$ cat src/rtl/sfu_sqrt.sv
`timescale 1ns / 1ps
// sfu_sqrt: pipelined integer square root, one root bit per stage
// standalone; instantiated by spring_force_unit_core

module sfu_sqrt #(
  parameter int SW = 68,
  parameter int TW = 1
) (
  input  logic              clk,
  input  logic              rst,
  input  logic              in_valid,
  input  logic [SW-1:0]     radicand,
  input  logic [TW-1:0]     in_tag,
  output logic              out_valid,
  output logic [SW/2-1:0]   root,
  output logic [TW-1:0]     out_tag
);

  localparam int RW   = SW / 2;
  localparam int REMW = RW + 2;

  logic            vld [RW];
  logic [REMW-1:0] rem [RW];
  logic [RW-1:0]   q   [RW];
  logic [SW-1:0]   rad [RW];
  logic [TW-1:0]   tag [RW];

  for (genvar i = 0; i < RW; i++) begin : g_stage
    logic            p_vld;
    logic [REMW-1:0] p_rem;
    logic [RW-1:0]   p_q;
    logic [SW-1:0]   p_rad;
    logic [TW-1:0]   p_tag;
    logic [REMW-1:0] cur;
    logic [REMW-1:0] trial;
    logic            ge;

    if (i == 0) begin : g_first
      assign p_vld = in_valid;
      assign p_rem = '0;
      assign p_q   = '0;
      assign p_rad = radicand;
      assign p_tag = in_tag;
    end else begin : g_next
      assign p_vld = vld[i-1];
      assign p_rem = rem[i-1];
      assign p_q   = q[i-1];
      assign p_rad = rad[i-1];
      assign p_tag = tag[i-1];
    end

    // bring down two radicand bits, try root*4+1
    assign cur   = {p_rem[REMW-3:0], p_rad[SW-1:SW-2]};
    assign trial = {p_q, 2'b01};
    assign ge    = (cur >= trial);

    always_ff @(posedge clk) begin
      if (rst) begin
        vld[i] <= 1'b0;
      end else begin
        vld[i] <= p_vld;
      end
      rem[i] <= ge ? (cur - trial) : cur;
      q[i]   <= {p_q[RW-2:0], ge};
      rad[i] <= p_rad << 2;
      tag[i] <= p_tag;
    end
  end

  assign out_valid = vld[RW-1];
  assign root      = q[RW-1];
  assign out_tag   = tag[RW-1];

endmodule

$ cat config.mk
export PLATFORM = sky130hd
export DESIGN_NAME = sfu_sqrt
export DESIGN_NICKNAME = d
export VERILOG_FILES = /design/src/rtl/sfu_sqrt.sv
export SDC_FILE = /design/constraint.sdc
export NUM_CORES = 2
export LEC_CHECK = 0
export BUFFER_PORTS_ARGS = -buffer_cell sky130_fd_sc_hd__buf_4
export CAP_MARGIN = 5
export CORE_ASPECT_RATIO = 0.75
export CORE_MARGIN = 10
export CORE_UTILIZATION = 56
export CTS_BUF_LIST = sky130_fd_sc_hd__clkbuf_16
export CTS_CLUSTER_SIZE = 10
export DETAILED_ROUTE_END_ITERATION = 8
export PLACE_DENSITY = 0.8
export SLEW_MARGIN = 20
export SYNTH_ARGS = -nofsm -noshare
export SYNTH_HDL_FRONTEND = slang
export SYNTH_MEMORY_MAX_BITS = 65536
export SYNTH_SLANG_ARGS = --single-unit
$ cat constraint.sdc
create_clock -name clk -period 3.4 [get_ports clk]
set_input_delay 0.51 -clock clk [delete_from_list [all_inputs] [get_ports clk]]
set_output_delay 0.51 -clock clk [all_outputs]
set_load 0.02 [all_outputs]
==> impl_metrics.yaml <==
die:
  dieArea_sq_mm: 0.203
  io_pins: 108
  placementRows: 136
  die_x_um: 517
  initial_utilization_pct: 56.4
  die_y_um: 393
  core_sq_mm: 0.184
timing:
  fin_ws_ps: 56.9
  report.final.slew_viol_count: 0
  timing.fmax_mhz: 299
  fin_skew_ps: 59.1
  hold_violations: 0
  worstMarginPinSlew_ps: 1090
  slew-limit-headroom_pct: 25.8
  min_period_ps: 3340
  fin_crit_sh_pct: 98.3
  setup_viol: 0
min_path:
  min-delay-start: "radicand[64]"
  hp-class: "in2reg"
flow_run:
  max-cap-violations: 0
clock_network:
  path_clk_slew_ps: 60
  cts_root_buffer: "clkbuf_16"
  cts_tree: "yes"
  cts_buffer_depth: 4
  clk-insertion-delay-late_ps: 940
  cts_sinks: 2856
  cts_made_buffers: 338
  htree_levels: 5
route:
  dr.pass1.iters: 6
  finalWirelength_um: 237000
  wl_met3_um: 15100
  vias: 73300
  first_iter_violations: 5841
  wl_met1_um: 108000
  drt-wirelength-per-cell_um: 18.0
  top_layer: "met5"
  wl_met2_um: 107000
  detail-route-antenna-nets: 0
  avgViaCountPerCell: 5.57
  drc: 0
synthesis:
  syn_area_sq_mm: 0.104
  synth_seq_area_share_pct: 55.1
  yosys-top-cells-count: "dfxtp_1, inv_1, nand2_1"
  synthArstFlopShare_pct: 0
  synthesis.nets: 10900
  synth_edf_count: 0
  synth_cell_types: 83
  yosysTopAreaCell: "dfxtp_1"
  synth_flop_cell: "dfxtp_1"
  netlist_instances: 10200
  syn_avg_cell_area_sq_um: 10.2
  synth_most_common_cell: "dfxtp_1"
  yosys_warnings: 0
  synth_top_area_share_pct: 55.1
  synth_seq_cells: 2856
  synth.area.top_cells: "dfxtp_1, ha_1, xor2_1"
finish:
  nets: 11400
  drive_above_1_share_pct: 8.20
  area_delta_synth_final_pct: 14.1
  final_util_pct: 64.4
worst_setup_path:
  crit_start: "q[27][0]"
  cp-end-kind: "flop"
  crit_required_ps: 4180
  r2r_start: "q[27][0]"
  criticalPathCategory: "reg2reg"
  worstPathArrival_ps: 4130
  start_kind: "flop"
  crit_fanout: 4
run_status:
  status: "finished clean"
grt:
  grt_first_pass_wirelength_um: 380000
  grt_usage_pct: 22.7
  grt_pass1_vias: 72500
  antenna_found_initial: 7
  grt_max_degree: 58
  grt-ovfl-total: 0
pwr:
  powerDensity_mw_per_mm2: 754
  vdd_drop_max_mv: 0.509
  p_leak_nw: 55.9
placed_design:
  port_buffers: 107
  place_worst_setup_slack_ps: 13.2
  place_hpwl_um: 171000
  gp_congestion: 0.939
## stage by stage
step	cells	power [W]	setup TNS, ps	instance area (sq um)	hold slack, ps
floorplan	10200	0.0539	0	104000	310
global placement	12700	0.0585	0	108000	310
detailed placement	12700	0.0589	0	108000	312
CTS	13100	0.0895	0	118000	160
global route	13200	0.0933	-117	118000	200
finish	13200	0.0892	0	118000	233
## cells by family after synthesis
kind of cell | Yosys count | share of synthesized area, %
DFF | 2856 | 55.1
and+or+nand+nor | 2566 | 12.2
AOI/OAI and AO/OA | 2143 | 12.8
buffers and inverters | 999 | 3.62
xor gates and xnor gates | 903 | 7.63
adders and majority gates | 631 | 7.61
muxes | 95 | 1.02
other | 1 | 0.00362
## registers in the layout (all words and copies together), names as in the netlist
name  flops
rad    1122
tag      34
q       595
vld      34
rem    1071
## cells in the final DEF (no fill, tap or decap), types with 23 or more instances in the layout
cell type	n
or3_1	95
buf_4	291
o31ai_1	72
mux2_2	86
inv_1	799
or4_1	53
clkbuf_16	344
nand4_1	96
a21o_1	279
a31oi_1	50
a21oi_1	616
nor2_1	571
xor2_1	475
nor2b_1	115
dfxtp_1	2855
o211ai_1	42
o21ai_0	580
nor3_1	250
nand3b_1	24
and2_1	23
nand2b_1	115
ha_1	631
nand3_1	156
dlygate4sd3_1	73
xnor2_1	428
a211oi_1	54
a21boi_0	26
nand2_1	722
and3_1	61
or2_2	47
o21a_1	122
o21bai_1	59
nor4_1	130
## path summary, 6_finish.rpt
path,to,slack [ps],cells after the start
setup / recovery,rem[28][32],60,12
hold / removal,rad[0][64],230,2
setup reg to reg,rem[28][32],60,12
hold reg to reg,rad[7][54],270,0
## report_power, final
group	internal (W)	total (W)	leakage [nW]	switching (W)
Clock	0.0177	0.0302	4.38	0.0125
Combinational	0.00703	0.0157	27.7	0.00869
Sequential	0.0390	0.0432	23.9	0.00425
## what timing repair did
action / in CTS / in global routing
gates resized for setup: 4 / 54
setup buffers: 2 / 10
endpoints found under the setup margin: 16 / 248
hold buffers: 73 / 0
endpoints found under the hold margin: 103 / 0
pin swaps: 0 / 11
cloned: 0 / 2
## routing by layer
layer	GRT usage [%]	vias up
met5	0	-
met4	7.12	4
met3	4.05	560
met2	36.8	2344
met1	30.8	34600
li1	-	35800
## worst max-delay path, stage by stage, from the launching register on
cell and delay (ps):
dfxtp_1 320, inv_1 40, ha_1 320, nor2b_1 170, o31a_1 290, o221a_2 290
o21a_1 230, buf_4 160, a31oi_1 340, o21ai_0 250, a31oi_1 440, o2111ai_1 190
xnor2_1 160
## layout make-up
type,instances,area [sq um]
antenna,2,5.00
multi-input combinational,6339,43100
tap,2415,3020
clock inverter,28,246
clock buffer,343,8580
sequential,2856,57200
fill,14200,65400
inverter,792,2980
timing repair buffer,381,3220
Note: power is estimated with default switching activity, not from simulation.
